[src/rtl/plm_pkg.sv]
package plm_pkg;

  // Pool geometry. Index NODE_COUNT stands for null.
  localparam int NODE_COUNT = 64;
  localparam int IDX_W      = 7;
  localparam int ADDR_W     = $clog2(NODE_COUNT);
  localparam int OP_W       = 3;

  typedef logic [IDX_W-1:0]  idx_t;
  typedef logic [ADDR_W-1:0] addr_t;

  localparam idx_t  NULL_IDX  = idx_t'(NODE_COUNT);
  localparam addr_t LAST_ADDR = addr_t'(NODE_COUNT - 1);

  // One node word: free mark and next link.
  typedef struct packed {
    logic free;
    idx_t link;
  } node_t;

  localparam node_t NODE_RESET = '{free: 1'b1, link: NULL_IDX};

  typedef enum logic [OP_W-1:0] {
    OP_INIT   = 3'd0,
    OP_ALLOC  = 3'd1,
    OP_REMOVE = 3'd2,
    OP_CLEAR  = 3'd3,
    OP_APPEND = 3'd4
  } op_e;

  typedef enum logic [3:0] {
    ST_IDLE,
    ST_ALLOC,
    ST_RM_HEAD,
    ST_RM_WALK,
    ST_RM_ELEM,
    ST_RM_FREE,
    ST_CLEAR,
    ST_APP_WALK,
    ST_APP_ELEM,
    ST_DONE
  } state_e;

  // Request from the sequencer to the node store.
  typedef struct packed {
    logic  clr;
    logic  we;
    addr_t wr_addr;
    node_t wr_data;
    addr_t rd_addr;
  } ram_req_t;

  // Finished result handed to the output register.
  typedef struct packed {
    logic done;
    idx_t result_index;
    logic walk_limit_hit;
  } result_t;

endpackage

[src/rtl/plm_node_store.sv]
module plm_node_store (
  input  logic              clk_i,
  input  logic              rst_ni,
  input  plm_pkg::ram_req_t req_i,
  output plm_pkg::node_t    rd_data_o
);

  plm_pkg::node_t mem_q [plm_pkg::NODE_COUNT];
  plm_pkg::node_t rd_mem_q;
  plm_pkg::node_t fwd_data_q;
  logic           fwd_q;
  logic           rd_vld_q;
  logic [plm_pkg::NODE_COUNT-1:0] vld_q;
  logic           hit;

  // A read of the address being written returns the new word.
  assign hit = req_i.we && (req_i.wr_addr == req_i.rd_addr);

  // Node words: one write port and one registered read port.
  always_ff @(posedge clk_i) begin
    if (req_i.we) begin
      mem_q[req_i.wr_addr] <= req_i.wr_data;
    end
    rd_mem_q   <= mem_q[req_i.rd_addr];
    fwd_data_q <= req_i.wr_data;
  end

  // Valid bits. An entry not written since reset or init reads as a free null node.
  always_ff @(posedge clk_i or negedge rst_ni) begin
    if (!rst_ni) begin
      vld_q    <= '0;
      rd_vld_q <= 1'b0;
      fwd_q    <= 1'b0;
    end else begin
      fwd_q    <= hit;
      rd_vld_q <= vld_q[req_i.rd_addr];
      if (req_i.clr) begin
        vld_q <= '0;
      end else if (req_i.we) begin
        vld_q[req_i.wr_addr] <= 1'b1;
      end
    end
  end

  assign rd_data_o = fwd_q    ? fwd_data_q :
                     rd_vld_q ? rd_mem_q   : plm_pkg::NODE_RESET;

endmodule

[src/rtl/plm_ctrl.sv]
module plm_ctrl (
  input  logic                      clk_i,
  input  logic                      rst_ni,
  input  logic                      start_i,
  input  logic [plm_pkg::OP_W-1:0]  op_i,
  input  plm_pkg::idx_t             head_i,
  input  plm_pkg::idx_t             elem_i,
  input  logic                      res_ready_i,
  input  plm_pkg::node_t            rd_data_i,
  output logic                      busy_o,
  output plm_pkg::ram_req_t         ram_req_o,
  output plm_pkg::result_t          result_o
);

  plm_pkg::state_e state_q, state_d;
  plm_pkg::addr_t  cnt_q, cnt_d;
  plm_pkg::addr_t  addr_q;
  plm_pkg::addr_t  prev_addr_q, prev_addr_d;
  logic            prev_free_q, prev_free_d;
  plm_pkg::idx_t   head_q, head_d;
  plm_pkg::idx_t   elem_q, elem_d;
  plm_pkg::idx_t   res_q, res_d;
  logic            lim_q, lim_d;

  plm_pkg::idx_t   head_n, elem_n;
  plm_pkg::idx_t   rd_link;
  logic            link_null, link_is_e, cnt_last, addr_last;
  plm_pkg::op_e    op;

  // Out-of-range indexes count as null.
  assign head_n = (head_i >= plm_pkg::NULL_IDX) ? plm_pkg::NULL_IDX : head_i;
  assign elem_n = (elem_i >= plm_pkg::NULL_IDX) ? plm_pkg::NULL_IDX : elem_i;
  assign op     = plm_pkg::op_e'(op_i);

  // Shared compare unit on the word read in the previous cycle.
  assign rd_link   = rd_data_i.link;
  assign link_null = (rd_link == plm_pkg::NULL_IDX);
  assign link_is_e = (rd_link == elem_q);
  assign cnt_last  = (cnt_q == plm_pkg::LAST_ADDR);
  assign addr_last = (addr_q == plm_pkg::LAST_ADDR);

  // Next state.
  always_comb begin
    state_d = state_q;
    unique case (state_q)
      plm_pkg::ST_IDLE: begin
        if (start_i) begin
          unique case (op)
            plm_pkg::OP_ALLOC: state_d = plm_pkg::ST_ALLOC;
            plm_pkg::OP_REMOVE: begin
              if (head_n == plm_pkg::NULL_IDX || elem_n == plm_pkg::NULL_IDX) begin
                state_d = plm_pkg::ST_DONE;
              end else if (head_n == elem_n) begin
                state_d = plm_pkg::ST_RM_HEAD;
              end else begin
                state_d = plm_pkg::ST_RM_WALK;
              end
            end
            plm_pkg::OP_CLEAR: begin
              state_d = (head_n == plm_pkg::NULL_IDX) ? plm_pkg::ST_DONE : plm_pkg::ST_CLEAR;
            end
            plm_pkg::OP_APPEND: begin
              state_d = (head_n == plm_pkg::NULL_IDX) ? plm_pkg::ST_DONE
                                                      : plm_pkg::ST_APP_WALK;
            end
            default: state_d = plm_pkg::ST_DONE;
          endcase
        end
      end
      plm_pkg::ST_ALLOC: begin
        if (rd_data_i.free || addr_last) state_d = plm_pkg::ST_DONE;
      end
      plm_pkg::ST_RM_HEAD: state_d = plm_pkg::ST_DONE;
      plm_pkg::ST_RM_WALK: begin
        if (link_is_e) begin
          state_d = plm_pkg::ST_RM_ELEM;
        end else if (link_null || cnt_last) begin
          state_d = plm_pkg::ST_DONE;
        end
      end
      plm_pkg::ST_RM_ELEM: state_d = plm_pkg::ST_RM_FREE;
      plm_pkg::ST_RM_FREE: state_d = plm_pkg::ST_DONE;
      plm_pkg::ST_CLEAR: begin
        if (link_null || cnt_last) state_d = plm_pkg::ST_DONE;
      end
      plm_pkg::ST_APP_WALK: begin
        if (link_null) begin
          state_d = (elem_q == plm_pkg::NULL_IDX) ? plm_pkg::ST_DONE : plm_pkg::ST_APP_ELEM;
        end else if (cnt_last) begin
          state_d = plm_pkg::ST_DONE;
        end
      end
      plm_pkg::ST_APP_ELEM: state_d = plm_pkg::ST_DONE;
      plm_pkg::ST_DONE: begin
        if (res_ready_i) state_d = plm_pkg::ST_IDLE;
      end
      default: state_d = plm_pkg::ST_IDLE;
    endcase
  end

  // Memory requests and datapath updates.
  always_comb begin
    ram_req_o   = '0;
    cnt_d       = cnt_q + 1'b1;
    prev_addr_d = prev_addr_q;
    prev_free_d = prev_free_q;
    head_d      = head_q;
    elem_d      = elem_q;
    res_d       = res_q;
    lim_d       = lim_q;
    unique case (state_q)
      plm_pkg::ST_IDLE: begin
        if (start_i) begin
          head_d = head_n;
          elem_d = elem_n;
          res_d  = plm_pkg::NULL_IDX;
          lim_d  = 1'b0;
          cnt_d  = '0;
          unique case (op)
            plm_pkg::OP_INIT: ram_req_o.clr = 1'b1;
            plm_pkg::OP_ALLOC: ram_req_o.rd_addr = '0;
            plm_pkg::OP_REMOVE: begin
              if (head_n != plm_pkg::NULL_IDX && elem_n == plm_pkg::NULL_IDX) begin
                res_d = head_n;
              end
              ram_req_o.rd_addr = head_n[plm_pkg::ADDR_W-1:0];
            end
            plm_pkg::OP_CLEAR: ram_req_o.rd_addr = head_n[plm_pkg::ADDR_W-1:0];
            plm_pkg::OP_APPEND: begin
              if (head_n == plm_pkg::NULL_IDX) res_d = elem_n;
              ram_req_o.rd_addr = head_n[plm_pkg::ADDR_W-1:0];
            end
            default: ;
          endcase
        end
      end
      // Scan for the lowest free node, one word a cycle.
      plm_pkg::ST_ALLOC: begin
        if (rd_data_i.free) begin
          ram_req_o.we      = 1'b1;
          ram_req_o.wr_addr = addr_q;
          ram_req_o.wr_data = '{free: 1'b0, link: plm_pkg::NULL_IDX};
          res_d             = plm_pkg::idx_t'(addr_q);
        end else if (!addr_last) begin
          ram_req_o.rd_addr = addr_q + 1'b1;
        end
      end
      // Removing the head frees it and keeps its link.
      plm_pkg::ST_RM_HEAD: begin
        ram_req_o.we      = 1'b1;
        ram_req_o.wr_addr = addr_q;
        ram_req_o.wr_data = '{free: 1'b1, link: rd_link};
        res_d             = rd_link;
      end
      plm_pkg::ST_RM_WALK: begin
        if (link_is_e) begin
          prev_addr_d       = addr_q;
          prev_free_d       = rd_data_i.free;
          ram_req_o.rd_addr = elem_q[plm_pkg::ADDR_W-1:0];
        end else if (link_null) begin
          res_d = head_q;
        end else if (cnt_last) begin
          res_d = head_q;
          lim_d = 1'b1;
        end else begin
          ram_req_o.rd_addr = rd_link[plm_pkg::ADDR_W-1:0];
        end
      end
      // Predecessor takes the element's link.
      plm_pkg::ST_RM_ELEM: begin
        ram_req_o.we      = 1'b1;
        ram_req_o.wr_addr = prev_addr_q;
        ram_req_o.wr_data = '{free: prev_free_q, link: rd_link};
      end
      plm_pkg::ST_RM_FREE: begin
        ram_req_o.we      = 1'b1;
        ram_req_o.wr_addr = elem_q[plm_pkg::ADDR_W-1:0];
        ram_req_o.wr_data = plm_pkg::NODE_RESET;
        res_d             = head_q;
      end
      // Free the current node while the next one is read.
      plm_pkg::ST_CLEAR: begin
        ram_req_o.we      = 1'b1;
        ram_req_o.wr_addr = addr_q;
        ram_req_o.wr_data = plm_pkg::NODE_RESET;
        if (!link_null) begin
          if (cnt_last) begin
            lim_d = 1'b1;
          end else begin
            ram_req_o.rd_addr = rd_link[plm_pkg::ADDR_W-1:0];
          end
        end
      end
      plm_pkg::ST_APP_WALK: begin
        if (link_null) begin
          ram_req_o.we      = 1'b1;
          ram_req_o.wr_addr = addr_q;
          ram_req_o.wr_data = '{free: rd_data_i.free, link: elem_q};
          ram_req_o.rd_addr = elem_q[plm_pkg::ADDR_W-1:0];
          res_d             = head_q;
        end else if (cnt_last) begin
          res_d = head_q;
          lim_d = 1'b1;
        end else begin
          ram_req_o.rd_addr = rd_link[plm_pkg::ADDR_W-1:0];
        end
      end
      // The appended element gets a null link and keeps its free mark.
      plm_pkg::ST_APP_ELEM: begin
        ram_req_o.we      = 1'b1;
        ram_req_o.wr_addr = elem_q[plm_pkg::ADDR_W-1:0];
        ram_req_o.wr_data = '{free: rd_data_i.free, link: plm_pkg::NULL_IDX};
      end
      plm_pkg::ST_DONE: ;
      default: ;
    endcase
  end

  always_ff @(posedge clk_i or negedge rst_ni) begin
    if (!rst_ni) begin
      state_q <= plm_pkg::ST_IDLE;
    end else begin
      state_q <= state_d;
    end
  end

  // Datapath registers.
  always_ff @(posedge clk_i) begin
    cnt_q       <= cnt_d;
    addr_q      <= ram_req_o.rd_addr;
    prev_addr_q <= prev_addr_d;
    prev_free_q <= prev_free_d;
    head_q      <= head_d;
    elem_q      <= elem_d;
    res_q       <= res_d;
    lim_q       <= lim_d;
  end

  assign busy_o                  = (state_q != plm_pkg::ST_IDLE);
  assign result_o.done           = (state_q == plm_pkg::ST_DONE);
  assign result_o.result_index   = res_q;
  assign result_o.walk_limit_hit = lim_q;

endmodule

[src/rtl/pooled_linked_list_manager.sv]
// Channel | Handshake                 | Payload
// input   | in_valid_i / in_stall_o   | op_i, list_head_i, element_i
// output  | out_valid_o / out_stall_i | result_index_o, walk_limit_hit_o
//
// Init and unused op codes go from idle straight to the done state.
// Alloc scans one node a cycle and clear follows one link a cycle; append and remove
// walk the list as well.
// The next item can be accepted once the result register has loaded. While
// that register is full and stalled, the finished result waits in the sequencer.
// Reset and init clear the per-node valid bits at once; no sweep.
module pooled_linked_list_manager (
  input  logic                        clk_i,
  input  logic                        rst_ni,
  input  logic                        in_valid_i,
  output logic                        in_stall_o,
  input  logic [plm_pkg::OP_W-1:0]    op_i,
  input  logic [plm_pkg::IDX_W-1:0]   list_head_i,
  input  logic [plm_pkg::IDX_W-1:0]   element_i,
  output logic                        out_valid_o,
  input  logic                        out_stall_i,
  output logic [plm_pkg::IDX_W-1:0]   result_index_o,
  output logic                        walk_limit_hit_o
);

  logic              busy;
  logic              accept;
  logic              res_ready;
  logic              out_valid_q;
  plm_pkg::idx_t     out_index_q;
  logic              out_lim_q;
  plm_pkg::ram_req_t ram_req;
  plm_pkg::node_t    rd_data;
  plm_pkg::result_t  result;

  assign in_stall_o = busy;
  assign accept     = in_valid_i && !busy;
  assign res_ready  = !out_valid_q || !out_stall_i;

  plm_ctrl u_ctrl (
    .clk_i      (clk_i),
    .rst_ni     (rst_ni),
    .start_i    (accept),
    .op_i       (op_i),
    .head_i     (list_head_i),
    .elem_i     (element_i),
    .res_ready_i(res_ready),
    .rd_data_i  (rd_data),
    .busy_o     (busy),
    .ram_req_o  (ram_req),
    .result_o   (result)
  );

  plm_node_store u_store (
    .clk_i    (clk_i),
    .rst_ni   (rst_ni),
    .req_i    (ram_req),
    .rd_data_o(rd_data)
  );

  // Output register: loads a finished result when empty or being drained.
  always_ff @(posedge clk_i or negedge rst_ni) begin
    if (!rst_ni) begin
      out_valid_q <= 1'b0;
    end else if (result.done && res_ready) begin
      out_valid_q <= 1'b1;
    end else if (!out_stall_i) begin
      out_valid_q <= 1'b0;
    end
  end

  always_ff @(posedge clk_i) begin
    if (result.done && res_ready) begin
      out_index_q <= result.result_index;
      out_lim_q   <= result.walk_limit_hit;
    end
  end

  assign out_valid_o      = out_valid_q;
  assign result_index_o   = out_index_q;
  assign walk_limit_hit_o = out_lim_q;

endmodule

[config.mk]
export PLATFORM = sky130hd
export DESIGN_NAME = pooled_linked_list_manager
export DESIGN_NICKNAME = d
export VERILOG_FILES = /design/src/rtl/plm_pkg.sv /design/src/rtl/plm_node_store.sv /design/src/rtl/plm_ctrl.sv /design/src/rtl/pooled_linked_list_manager.sv
export SDC_FILE = /design/constraint.sdc
export NUM_CORES = 1
export LEC_CHECK = 0
export BUFFER_PORTS_ARGS = -buffer_cell sky130_fd_sc_hd__buf_2
export CORE_MARGIN = 3
export CORE_UTILIZATION = 56
export CTS_CLUSTER_DIAMETER = 200
export CTS_CLUSTER_SIZE = 28
export DETAILED_ROUTE_END_ITERATION = 10
export MAX_ROUTING_LAYER = met4
export PLACE_DENSITY = 0.72
export SYNTH_ARGS = -nofsm -noshare
export SYNTH_HDL_FRONTEND = slang
export SYNTH_SLANG_ARGS = --single-unit
[constraint.sdc]
create_clock -name clk_i -period 7.3 [get_ports clk_i]
set_clock_uncertainty 0.2 [all_clocks]
set_input_delay 1.46 -clock clk_i [delete_from_list [all_inputs] [get_ports clk_i]]
set_output_delay 1.46 -clock clk_i [all_outputs]
set_load 0.05 [all_outputs]
==> results.ini, run 1 <==
[synth]
async_flop_share=0.1096
yosysTopAreaCell=edfxtp_1
synthesis.area_um2=26900
avgSynthCellArea_um2=15.03
synth_cell_types=72
synth_edf_count=549
synth_top_area_frac=0.6129
synth_cells=1790
synth_area_leaders=edfxtp_1 (61%), mux2i_1 (7.5%), dfrtp_1 (6.6%), mux4_2 (2.9%), nand2_1 (2.5%)
yosys_register_bits=648
seq_area_frac_synth=0.6998
syn_nets=1813
synth_warnings=0
ys.flop_type=edfxtp_1

[placement]
globalplace.congestion=0.9452
portBuffers=30
dp_hpwl_um=40340

[grt]
grt_pass1_wl_um=96720
grt_max_degree=82
track_usage=0.2634
gr-total-overflow=0
antenna_found_initial=1
grt_pass1_vias=15040

[layout]
syn_to_final_growth_pct=5.605
fillCellCount=3458
drive_gt1_frac=0.08894
regArea_um2=18820
multiInputGateArea_um2=7535
layout.nets=1801

[clocking]
cts_resized=0
clock_path_buffers=3
ctsHoldBuffers=0
h-tree-depth=1
cts_setup_buffers=0
cts_tree=done
clockRootBuffer=clkbuf_16
numCtsBuffers=27
clkLatencyLatePin_ns=0.64
clk_pin_slew_ns=0.11
clock-sinks=648

[critical_path]
critical_path.max_fanout=25
slowest_stage=nand2_1
crit_buf_inv=1
required_ns=7.60
r2r_end=u_store.rd_mem_q[2]$_DFF_P_
crit_type=reg2reg
endpoint_kind=register
cp_data_arrival_time_ns=6.30
path_cells=and3b_1 -> or3_1 -> o2bb2ai_1 -> or4_1 -> nor4b_1 -> a2111oi_4 -> buf_4 -> nor2_1 -> nand2_1 -> o221ai_1 -> a211oi_1 -> nor4_1
worstSetupStartpointType=register
ff2ff_setup_slack_ns=1.30
r2r-start=u_store.fwd_q$_DFF_PN0_
cp_top_family=simple AND/OR/NAND/NOR gates
cp_slowest_stage_delay_ns=0.79
reg2reg_depth=12

[worst_hold_path]
hp-class=reg2reg
whs_path_depth=0
min_from=u_ctrl.res_q[1]$_DFFE_PP_
min_to=result_index_o[1]$_DFFE_PP_

[power_and_ir_drop]
p_leak_nw=10.15
power_density_nw_per_um2=331.2
vdd.ir_drop.worst_uv=269.7
power_mw=9.407

[timing]
fin_tns_setup_ns=0
slew_headroom=0.2621
slew_violations=0
max_freq_mhz=166.7
setup_viol=0
worstMarginPinSlew_ns=1.103
finalCriticalPeriod_ns=5.997
grt_setup_unrepaired=false
period_share=0.8216
hold_viol_final=0

[floorplan]
num_rows=79
die_h_um=225.2
io_pins=31
dieArea_um2=50700
start_util=0.5729
core_region_area_um2=46950
die_w_um=225.2

[job]
max-cap-violations=0

[routing]
routed_wl_um=64480
vias=15640
wl_per_cell_um=26.78
ant_nets=0
dr.first_iter.drc_count=1831
first_pass_iters=8
vias_per_cell=6.494
drcViolationCount=0

[outcome]
outcome=complete, no violations

layout make-up:
class,count,area share
clock buffers,48,0.02656
multi-input cells,1020,0.2653
inverters,25,0.003304
repair buffers,56,0.01357
diodes,2,0.0001762
flip-flops and latches,648,0.6626
well taps,607,0.02674
clock inverters,2,0.001762
per-stage QoR:
step	instances	util	hold WS [ns]	cell area [µm²]	setup WS, ns
finish	2408	0.6050	0.2336	28410	1.303
global route	2407	0.6050	0.2389	28400	0.9853
CTS	2406	0.6049	0.2359	28400	1.319
detailed placement	2356	0.5878	0.2062	27600	1.086
global placement	2356	0.5878	0.2035	27600	1.087
floorplan	1790	-	0.2003	26900	2.229
worst register-to-register path, stage by stage (launching register included):
cell and delay, ns:
dfrtp_1 0.69, and3b_1 0.27, or3_1 0.31, o2bb2ai_1 0.16
or4_1 0.73, nor4b_1 0.26, a2111oi_4 0.66, buf_4 0.50
nor2_1 0.21, nand2_1 0.79, o221ai_1 0.31, a211oi_1 0.69
nor4_1 0.11
sequential cells by signal, indices dropped and copies added, names as in the netlist:
name	flops
walk_limit_hit_o	1
out_valid_o	1
u_ctrl.cnt_q	6
u_ctrl.prev_addr_q	6
u_store.fwd_data_q	8
u_store.vld_q	64
u_ctrl.elem_q	7
u_store.rd_vld_q	1
u_store.rd_mem_q	8
u_ctrl.state_q	4
u_store.fwd_q	1
result_index_o	7
u_store.mem_q	512
u_ctrl.addr_q	6
u_ctrl.lim_q	1
u_ctrl.prev_free_q	1
u_ctrl.res_q	7
u_ctrl.head_q	7
worst max path at each step:
stage                                 start                       endpoint  slack, ns  depth (start not counted)
finish              u_store.fwd_q$_DFF_PN0_    u_store.rd_mem_q[2]$_DFF_P_       1.30                         12
global route        u_store.fwd_q$_DFF_PN0_    u_store.rd_mem_q[2]$_DFF_P_       0.99                         12
CTS                 u_store.fwd_q$_DFF_PN0_    u_store.rd_mem_q[2]$_DFF_P_       1.32                         12
detailed placement               in_valid_i    u_store.rd_mem_q[2]$_DFF_P_       1.09                         12
global placement                 in_valid_i    u_store.rd_mem_q[2]$_DFF_P_       1.09                         12
floorplan           u_store.fwd_q$_DFF_PN0_  u_store.mem_q[0][7]$_DFFE_PP_       2.23                          8
routing by layer:
layer | track usage | up-vias | wire length (µm)
met5 | - | - | 0
met4 | 0.08446 | 0 | 2341
met3 | 0.04833 | 148 | 5484
met2 | 0.3970 | 705 | 29890
met1 | 0.3702 | 7936 | 26760
li1 | - | 6849 | -
layout by cell type (no fill, tap or decap), types with 10 or more instances in the layout:
master     netlist  final
mux2i_1        201    201
o2bb2ai_1       10     10
mux2_2          18     18
and3_1          14     14
inv_1           23     23
a21oi_1         36     36
nand3_1         24     24
dfxtp_1         28     28
o22ai_1         27     27
nand2_1        181    180
o21a_1          68     68
a31oi_1         10     10
a22oi_1         16     16
xnor2_1         15     15
nand2b_1        11     11
nor2b_1         16     16
dfrtp_1         71     71
nor2_1         118    118
nor3_1          11     11
clkbuf_1        48     21
o221ai_1        21     21
clkbuf_16        0     27
nand4_1         14     14
edfxtp_1       549    549
buf_2           19     29
nor4_1          17     16
o21ai_0         21     15
mux4_2          35     35
buf_4           17     24
a211oi_1        22     22
where the power goes:
part	leakage [nW]	internal, mW	switching (mW)
Clock	0.379	0.724	1.10
Sequential	5.80	4.47	0.194
Combinational	3.98	1.02	1.90
cells by family after synthesis:
logic type / after synthesis / share of synthesized area
adders and majority gates: 2 / 0.0009302
and+or+nand+nor: 460 / 0.08066
xor gates and xnor gates: 18 / 0.005861
muxes: 254 / 0.1116
DFF: 648 / 0.6998
buffers and inverters: 122 / 0.02307
AOI/OAI and AO/OA: 286 / 0.07805
cell usage after synthesis, types with 5 or more instances:
library cell and number:
edfxtp_1 549, mux2i_1 201, nand2_1 181, nor2_1 118, dfrtp_1 71, o21a_1 68, clkbuf_1 48, a21oi_1 36
mux4_2 35, dfxtp_1 28, o22ai_1 27, nand3_1 24, inv_1 23, a211oi_1 22, o21ai_0 21, o221ai_1 21
buf_2 19, mux2_2 18, buf_4 17, nor4_1 17, a22oi_1 16, nor2b_1 16, xnor2_1 15, and3_1 14
nand4_1 14, nand2b_1 11, nor3_1 11, a31oi_1 10, buf_6 10, o2bb2ai_1 10, and2_1 9, nor4b_1 8
a311oi_1 7, a32oi_1 7, nand3b_1 7, a222oi_1 6, nor4bb_1 5, o211ai_1 5
(Power assumes the default switching activity.)
==> inputs of run 2 (changes only) <==
Clock period 7.3 ns to 5.7 ns, I/O delays scaled along.
==> run 2 against run 1 <==
Setup slack got worse by 0.90 ns. Utilization is 0.87 points higher. Register-to-register slack got worse by 0.90 ns. Cell count is 1.9% higher. Maximum frequency increased by 13%. Non-clock buffer count grew 48. Sequential power rose by 28%. Critical endpoint is now u_store.rd_mem_q[0]$_DFF_P_.
==> results.ini, run 2 (same netlist as run 1, synthesis figures left out) <==
[worst_hold_path]
hp-class=reg2reg  ; unchanged

[routing]
dr.first_iter.drc_count=1643  ; was 1831
drcViolationCount=0  ; unchanged
vias_per_cell=6.416  ; was 6.494
vias=15750  ; was 15640
first_pass_iters=6  ; was 8
ant_nets=0  ; unchanged
routed_wl_um=65890  ; was 64480 µm
wl_per_cell_um=26.85  ; was 26.78 µm

[grt]
track_usage=0.2695  ; was 0.2634
grt_pass1_wl_um=98330  ; was 96720 µm
gr-total-overflow=0  ; unchanged
grt_max_degree=66  ; was 82
antenna_found_initial=0  ; was 1
grt_pass1_vias=15360  ; was 15040

[critical_path]
crit_buf_inv=1  ; unchanged
required_ns=5.98  ; was 7.60 ns
cp_num_cells=12  ; unchanged
cp_slowest_stage_delay_ns=0.68  ; was 0.79 ns
cp_top_family=simple AND/OR/NAND/NOR gates  ; unchanged
worstSetupStartpointType=register  ; unchanged
reg2reg_depth=12  ; unchanged
endpoint_kind=register  ; unchanged
critical_path.max_fanout=22  ; was 25
crit_start=u_store.fwd_q$_DFF_PN0_  ; unchanged
cp_data_arrival_time_ns=5.58  ; was 6.30 ns
r2r_end=u_store.rd_mem_q[0]$_DFF_P_  ; was u_store.rd_mem_q[2]$_DFF_P_
crit_type=reg2reg  ; unchanged
r2r-start=u_store.fwd_q$_DFF_PN0_  ; unchanged
slowest_stage=dfrtp_1  ; was nand2_1
path_cells=and3b_1 -> or3_1 -> o2bb2ai_1 -> or4_1 -> nor4b_1 -> a2111oi_4 -> inv_1 -> nor2_2 -> a32oi_1 -> nand4_1 -> nor4bb_1 -> nor4_1  ; was and3b_1 -> or3_1 -> o2bb2ai_1 -> or4_1 -> nor4b_1 -> a2111oi_4 -> buf_4 -> nor2_1 -> nand2_1 -> o221ai_1 -> a211oi_1 -> nor4_1
ff2ff_setup_slack_ns=0.40  ; was 1.30 ns
crit_path_end=u_store.rd_mem_q[0]$_DFF_P_  ; was u_store.rd_mem_q[2]$_DFF_P_

[timing]
holdWs_ns=0.2274  ; was 0.2336 ns
max_freq_mhz=188.6  ; was 166.7 MHz
finalCriticalPeriod_ns=5.301  ; was 5.997 ns
setup_viol=0  ; unchanged
fin_tns_setup_ns=0  ; unchanged
worstMarginPinSlew_ns=1.335  ; was 1.103 ns
hold_viol_final=0  ; unchanged
slew_violations=0  ; unchanged
period_share=0.9300  ; was 0.8216
worst_slack_ns=0.3991  ; was 1.303 ns
grt_setup_unrepaired=false  ; unchanged
slew_headroom=0.1069  ; was 0.2621

[layout]
largest_reg_flops=512  ; unchanged
antenna_cells=0  ; was 2
final_area_um2=28810  ; was 28410 µm²
regMostFlops=u_store.mem_q  ; unchanged
final_cell_mix=edfxtp_1 (549), mux2i_1 (201), nand2_1 (180)  ; unchanged
final_cells=2454  ; was 2408
final_common_cell=edfxtp_1  ; unchanged
fin_util=0.6137  ; was 0.6050
drive_gt1_frac=0.1132  ; was 0.08894
reg.largest.list=u_store.mem_q x512, u_store.vld_q x64  ; unchanged
layout.nets=1849  ; was 1801
syn_to_final_growth_pct=7.122  ; was 5.605%

[placement]
portBuffers=30  ; unchanged
globalplace.congestion=0.9689  ; was 0.9452
dp.cells=2404  ; was 2356
post_dp_cell_area_um2=28010  ; was 27600 µm²
dp_hpwl_um=42540  ; was 40340 µm
dpl_worst_slack_ns=0.2056  ; was 1.086 ns

[power_and_ir_drop]
vdd.ir_drop.worst_uv=241.0  ; was 269.7 µV
p_leak_nw=10.41  ; was 10.15 nW
power_density_nw_per_um2=421.3  ; was 331.2 nW/µm²
power_mw=12.14  ; was 9.407 mW

[clocking]
clock-sinks=648  ; unchanged
cts_tree=done  ; unchanged
h-tree-depth=1  ; unchanged
clock_path_buffers=3  ; unchanged
cts_setup_buffers=0  ; unchanged
cts_resized=0  ; unchanged
clkLatencyLatePin_ns=0.62  ; was 0.64 ns
ctsHoldBuffers=0  ; unchanged
numCtsBuffers=27  ; unchanged
clockRootBuffer=clkbuf_16  ; unchanged
clk_pin_slew_ns=0.11  ; about the same

[job]
max-cap-violations=0  ; unchanged

[outcome]
outcome=complete, no violations  ; unchanged

[floorplan]
die_h_um=225.2  ; unchanged
io_pins=31  ; unchanged
core_region_area_um2=46950  ; unchanged
dieArea_um2=50700  ; unchanged
start_util=0.5729  ; unchanged
num_rows=79  ; unchanged
die_w_um=225.2  ; unchanged

run 2: cell types whose count changed in the layout (fill, tap and decap cells not counted):
cell / delta
buf_12: +4
buf_4: +44
diode_2: -2
nor2_1: -1
nor2_2: +1
run 2: worst min-delay path by stage:
stage,from,endpoint,slack (ns),cells after the start
6_report,u_ctrl.res_q[3]$_DFFE_PP_,result_index_o[3]$_DFFE_PP_,0.23,0
5_1_grt,u_ctrl.res_q[3]$_DFFE_PP_,result_index_o[3]$_DFFE_PP_,0.23,0
4_1_cts,u_ctrl.res_q[3]$_DFFE_PP_,result_index_o[3]$_DFFE_PP_,0.23,0
3_5_place_dp,u_ctrl.res_q[2]$_DFFE_PP_,result_index_o[2]$_DFFE_PP_,0.21,0
3_3_place_gp,u_ctrl.res_q[2]$_DFFE_PP_,result_index_o[2]$_DFFE_PP_,0.20,0
2_1_floorplan,u_ctrl.res_q[0]$_DFFE_PP_,result_index_o[0]$_DFFE_PP_,0.20,0
run 2: per-layer routing:
layer	vias up	global-route usage	part of all wire
met4	0	0.06786	0.028
met3	115	0.04481	0.086
met1	8000	0.3758	0.42
met2	689	0.4218	0.47
li1	6941	-	-
met5	-	-	0
run 2: report_power, final:
| group | leakage [nW] | internal [mW] | switching [mW] | total (mW) |
|---|---|---|---|---|
| Sequential | 5.80 | 5.72 | 0.239 | 5.96 |
| Combinational | 4.24 | 1.38 | 2.47 | 3.86 |
| Clock | 0.379 | 0.927 | 1.39 | 2.32 |
run 2: layout make-up:
type | instances | area [µm²]
Tap cell | 607 | 759.5
Fill cell | 3468 | 18140
Timing Repair Buffer | 104 | 795.8
Inverter | 25 | 93.84
Sequential cell | 648 | 18820
Clock buffer | 48 | 754.5
Clock inverter | 2 | 50.05
Multi-Input combinational cell | 1020 | 7537
==> inputs of run 3 (changes only) <==
Settings changed: CELL_PAD_IN_SITES_DETAIL_PLACEMENT from default to 2, CELL_PAD_IN_SITES_GLOBAL_PLACEMENT from default to 2, CORE_UTILIZATION 56 to 47, PLACE_DENSITY 0.72 to default, PLACE_DENSITY_LB_ADDON from default to 0.1.
Clock period 5.7 ns to 4.99 ns, I/O delays scaled along.
==> run 3 against run 2 <==
Register-to-register slack worse by 0.24 ns. Die area up 19%. Utilization down 8.6 points. Combinational power up 30%. Final area up 3.6%. Largest cell class unchanged. First-iteration DRC count down 9.1%. Setup slack worse by 0.24 ns. Sequential power up 14%. Clock-buffer cell count down 2. Sequential cell count unchanged.
==> results.ini, run 3 (same netlist as run 1, synthesis figures left out) <==
[outcome]
outcome=complete, no violations  ; unchanged

[layout]
syn_to_final_growth_pct=10.94  ; was 7.122%
multiInputGateArea_um2=7601  ; was 7537 µm²
largest_reg_flops=512  ; unchanged
fillCellCount=5104  ; was 3468
regArea_um2=18820  ; unchanged
regMostFlops=u_store.mem_q  ; unchanged
final_common_cell=edfxtp_1  ; unchanged
final_cell_mix=edfxtp_1 (549), mux2i_1 (201), nand2_1 (180)  ; unchanged
layout.nets=1939  ; was 1849
reg.largest.list=u_store.mem_q x512, u_store.vld_q x64  ; unchanged
drive_gt1_frac=0.1592  ; was 0.1132
fin_util=0.5282  ; was 0.6137
final_cells=2694  ; was 2454

[placement]
dp_hpwl_um=58420  ; was 42540 µm
portBuffers=30  ; unchanged
dp.cells=2643  ; was 2404
globalplace.congestion=0.8855  ; was 0.9689

[floorplan]
die_h_um=245.2  ; was 225.2 µm
num_rows=87  ; was 79
io_pins=31  ; unchanged
dieArea_um2=60140  ; was 50700 µm²
core_region_area_um2=56500  ; was 46950 µm²
die_w_um=245.2  ; was 225.2 µm
start_util=0.4761  ; was 0.5729

[critical_path]
reg2reg_depth=15  ; was 12
cp_data_arrival_time_ns=5.14  ; was 5.58 ns
cp_top_family=simple AND/OR/NAND/NOR gates  ; unchanged
r2r-start=u_store.fwd_q$_DFF_PN0_  ; unchanged
required_ns=5.30  ; was 5.98 ns
worstSetupStartpointType=register  ; unchanged
r2r_end=u_store.rd_mem_q[5]$_DFF_P_  ; was u_store.rd_mem_q[0]$_DFF_P_
endpoint_kind=register  ; unchanged
critical_path.max_fanout=19  ; was 22
cp_slowest_stage_delay_ns=0.70  ; was 0.68 ns
crit_type=reg2reg  ; unchanged
slowest_stage=or4_1  ; was dfrtp_1
path_cells=and3b_1 -> or3_1 -> o2bb2ai_1 -> or4_1 -> nor4b_1 -> a2111oi_4 -> buf_12 -> buf_4 -> nor2_1 -> nand2_1 -> buf_12 -> buf_4 -> a21oi_1 -> nor4_2 -> nor4_1  ; was and3b_1 -> or3_1 -> o2bb2ai_1 -> or4_1 -> nor4b_1 -> a2111oi_4 -> inv_1 -> nor2_2 -> a32oi_1 -> nand4_1 -> nor4bb_1 -> nor4_1
crit_buf_inv=4  ; was 1
ff2ff_setup_slack_ns=0.16  ; was 0.40 ns

[routing]
drt-met1-wl_um=36040  ; was 27430 µm
ant_nets=0  ; unchanged
wl_per_cell_um=31.89  ; was 26.85 µm
routed-wl-met3_um=4515  ; was 5662 µm
vias_per_cell=6.206  ; was 6.416
dr.first_iter.drc_count=1494  ; was 1643
top_layer=met4  ; unchanged
drcViolationCount=0  ; unchanged
dr_wl_met2_um=41980  ; was 30980 µm
first_pass_iters=5  ; was 6
routed_wl_um=85920  ; was 65890 µm
vias=16720  ; was 15750

[grt]
gr-total-overflow=0  ; unchanged
track_usage=0.2952  ; was 0.2695
grt_pass1_wl_um=126300  ; was 98330 µm
grt_pass1_vias=18040  ; was 15360
grt_max_degree=66  ; unchanged
antenna_found_initial=4  ; was 0

[clocking]
cts_setup_buffers=0  ; unchanged
cts_tree=done  ; unchanged
clk_pin_slew_ns=0.12  ; was 0.11 ns
clock_path_buffers=3  ; unchanged
clock-sinks=648  ; unchanged
h-tree-depth=1  ; unchanged
numCtsBuffers=27  ; unchanged
ctsHoldBuffers=0  ; unchanged
clockRootBuffer=clkbuf_16  ; unchanged
clkLatencyLatePin_ns=0.64  ; was 0.62 ns

[timing]
slew_violations=0  ; unchanged
worstMarginPinSlew_ns=1.318  ; was 1.335 ns
fin_tns_setup_ns=0  ; unchanged
period_share=0.9687  ; was 0.9300
finalCriticalPeriod_ns=4.834  ; was 5.301 ns
setup_viol=0  ; unchanged
hold_viol_final=0  ; unchanged
max_freq_mhz=206.9  ; was 188.6 MHz
slew_headroom=0.1185  ; was 0.1069

[power_and_ir_drop]
p_leak_nw=10.92  ; was 10.41 nW
vdd.ir_drop.worst_uv=388.8  ; was 241.0 µV
power_density_nw_per_um2=487.8  ; was 421.3 nW/µm²

[worst_hold_path]
hp-class=in2async  ; was reg2reg

[job]
max-cap-violations=0  ; unchanged

[run 3: final cells by class]
class | instances | area share
antenna | 3 | 0.0002516
inverter | 25 | 0.003145
multi-input combinational | 1020 | 0.2547
clock inverter | 2 | 0.001677
sequential | 648 | 0.6308
timing repair buffer | 194 | 0.05266
tap | 756 | 0.03170
clock buffer | 46 | 0.02503
[run 3: metrics by stage]
| stage | hold slack, ns | area [µm²] | setup WS (ns) | total power, mW |
|---|---|---|---|---|
| finish | 0.1733 | 29840 | 0.1564 | 14.56 |
| global route | 0.1994 | 29840 | -0.09511 | 15.12 |
| CTS | 0.1881 | 29780 | 0.02078 | 14.61 |
| detailed placement | 0.2098 | 28970 | -0.1058 | 11.91 |
| global placement | 0.2044 | 28970 | -0.09561 | 11.64 |
| floorplan | 0.2003 | 26900 | 0.01310 | 9.908 |
[run 3: power breakdown]
group / switching, mW / internal [mW] / total (mW) / leakage (nW)
sequential: 0.253 / 6.54 / 6.79 / 5.80
clock: 1.68 / 1.05 / 2.73 / 0.376
combinational: 3.25 / 1.78 / 5.03 / 4.75
[run 3: timing repair]
| item | 4_1_cts | 5_1_grt |
|---|---|---|
| resized for setup | 2 | 9 |
| setup endpoints to repair | 2 | 6 |
| hold endpoints to repair | 0 | 0 |
[run 3: routing by layer]
| layer | GRT usage | vias to the layer above |
|---|---|---|
| met5 | - | - |
| met4 | 0.1035 | 0 |
| met1 | 0.3931 | 8934 |
| met2 | 0.4732 | 512 |
| met3 | 0.03649 | 135 |
| li1 | - | 7137 |
[run 3: how the worst max path moves through the flow]
stage                                        from                       endpoint  slack [ns]  cells after the start
floorplan           u_ctrl.state_q[2]$_DFFE_PN0P_  u_store.mem_q[0][0]$_DFFE_PP_        0.01                      5
global placement          u_store.fwd_q$_DFF_PN0_    u_store.rd_mem_q[0]$_DFF_P_        -0.1                     15
detailed placement        u_store.fwd_q$_DFF_PN0_    u_store.rd_mem_q[0]$_DFF_P_       -0.11                     15
CTS                       u_store.fwd_q$_DFF_PN0_    u_store.rd_mem_q[4]$_DFF_P_        0.02                     15
global route              u_store.fwd_q$_DFF_PN0_    u_store.rd_mem_q[2]$_DFF_P_        -0.1                     15
finish                    u_store.fwd_q$_DFF_PN0_    u_store.rd_mem_q[5]$_DFF_P_        0.16                     15
[run 3: worst reg2reg max path, stage by stage, from the launching register on]
cell       delay (ns)
dfrtp_1          0.54
and3b_1          0.24
or3_1            0.31
o2bb2ai_1        0.15
or4_1            0.70
nor4b_1          0.24
a2111oi_4        0.44
buf_12           0.22
buf_4            0.23
nor2_1           0.10
nand2_1          0.17
buf_12           0.19
buf_4            0.20
a21oi_1          0.06
nor4_2           0.58
nor4_1           0.15
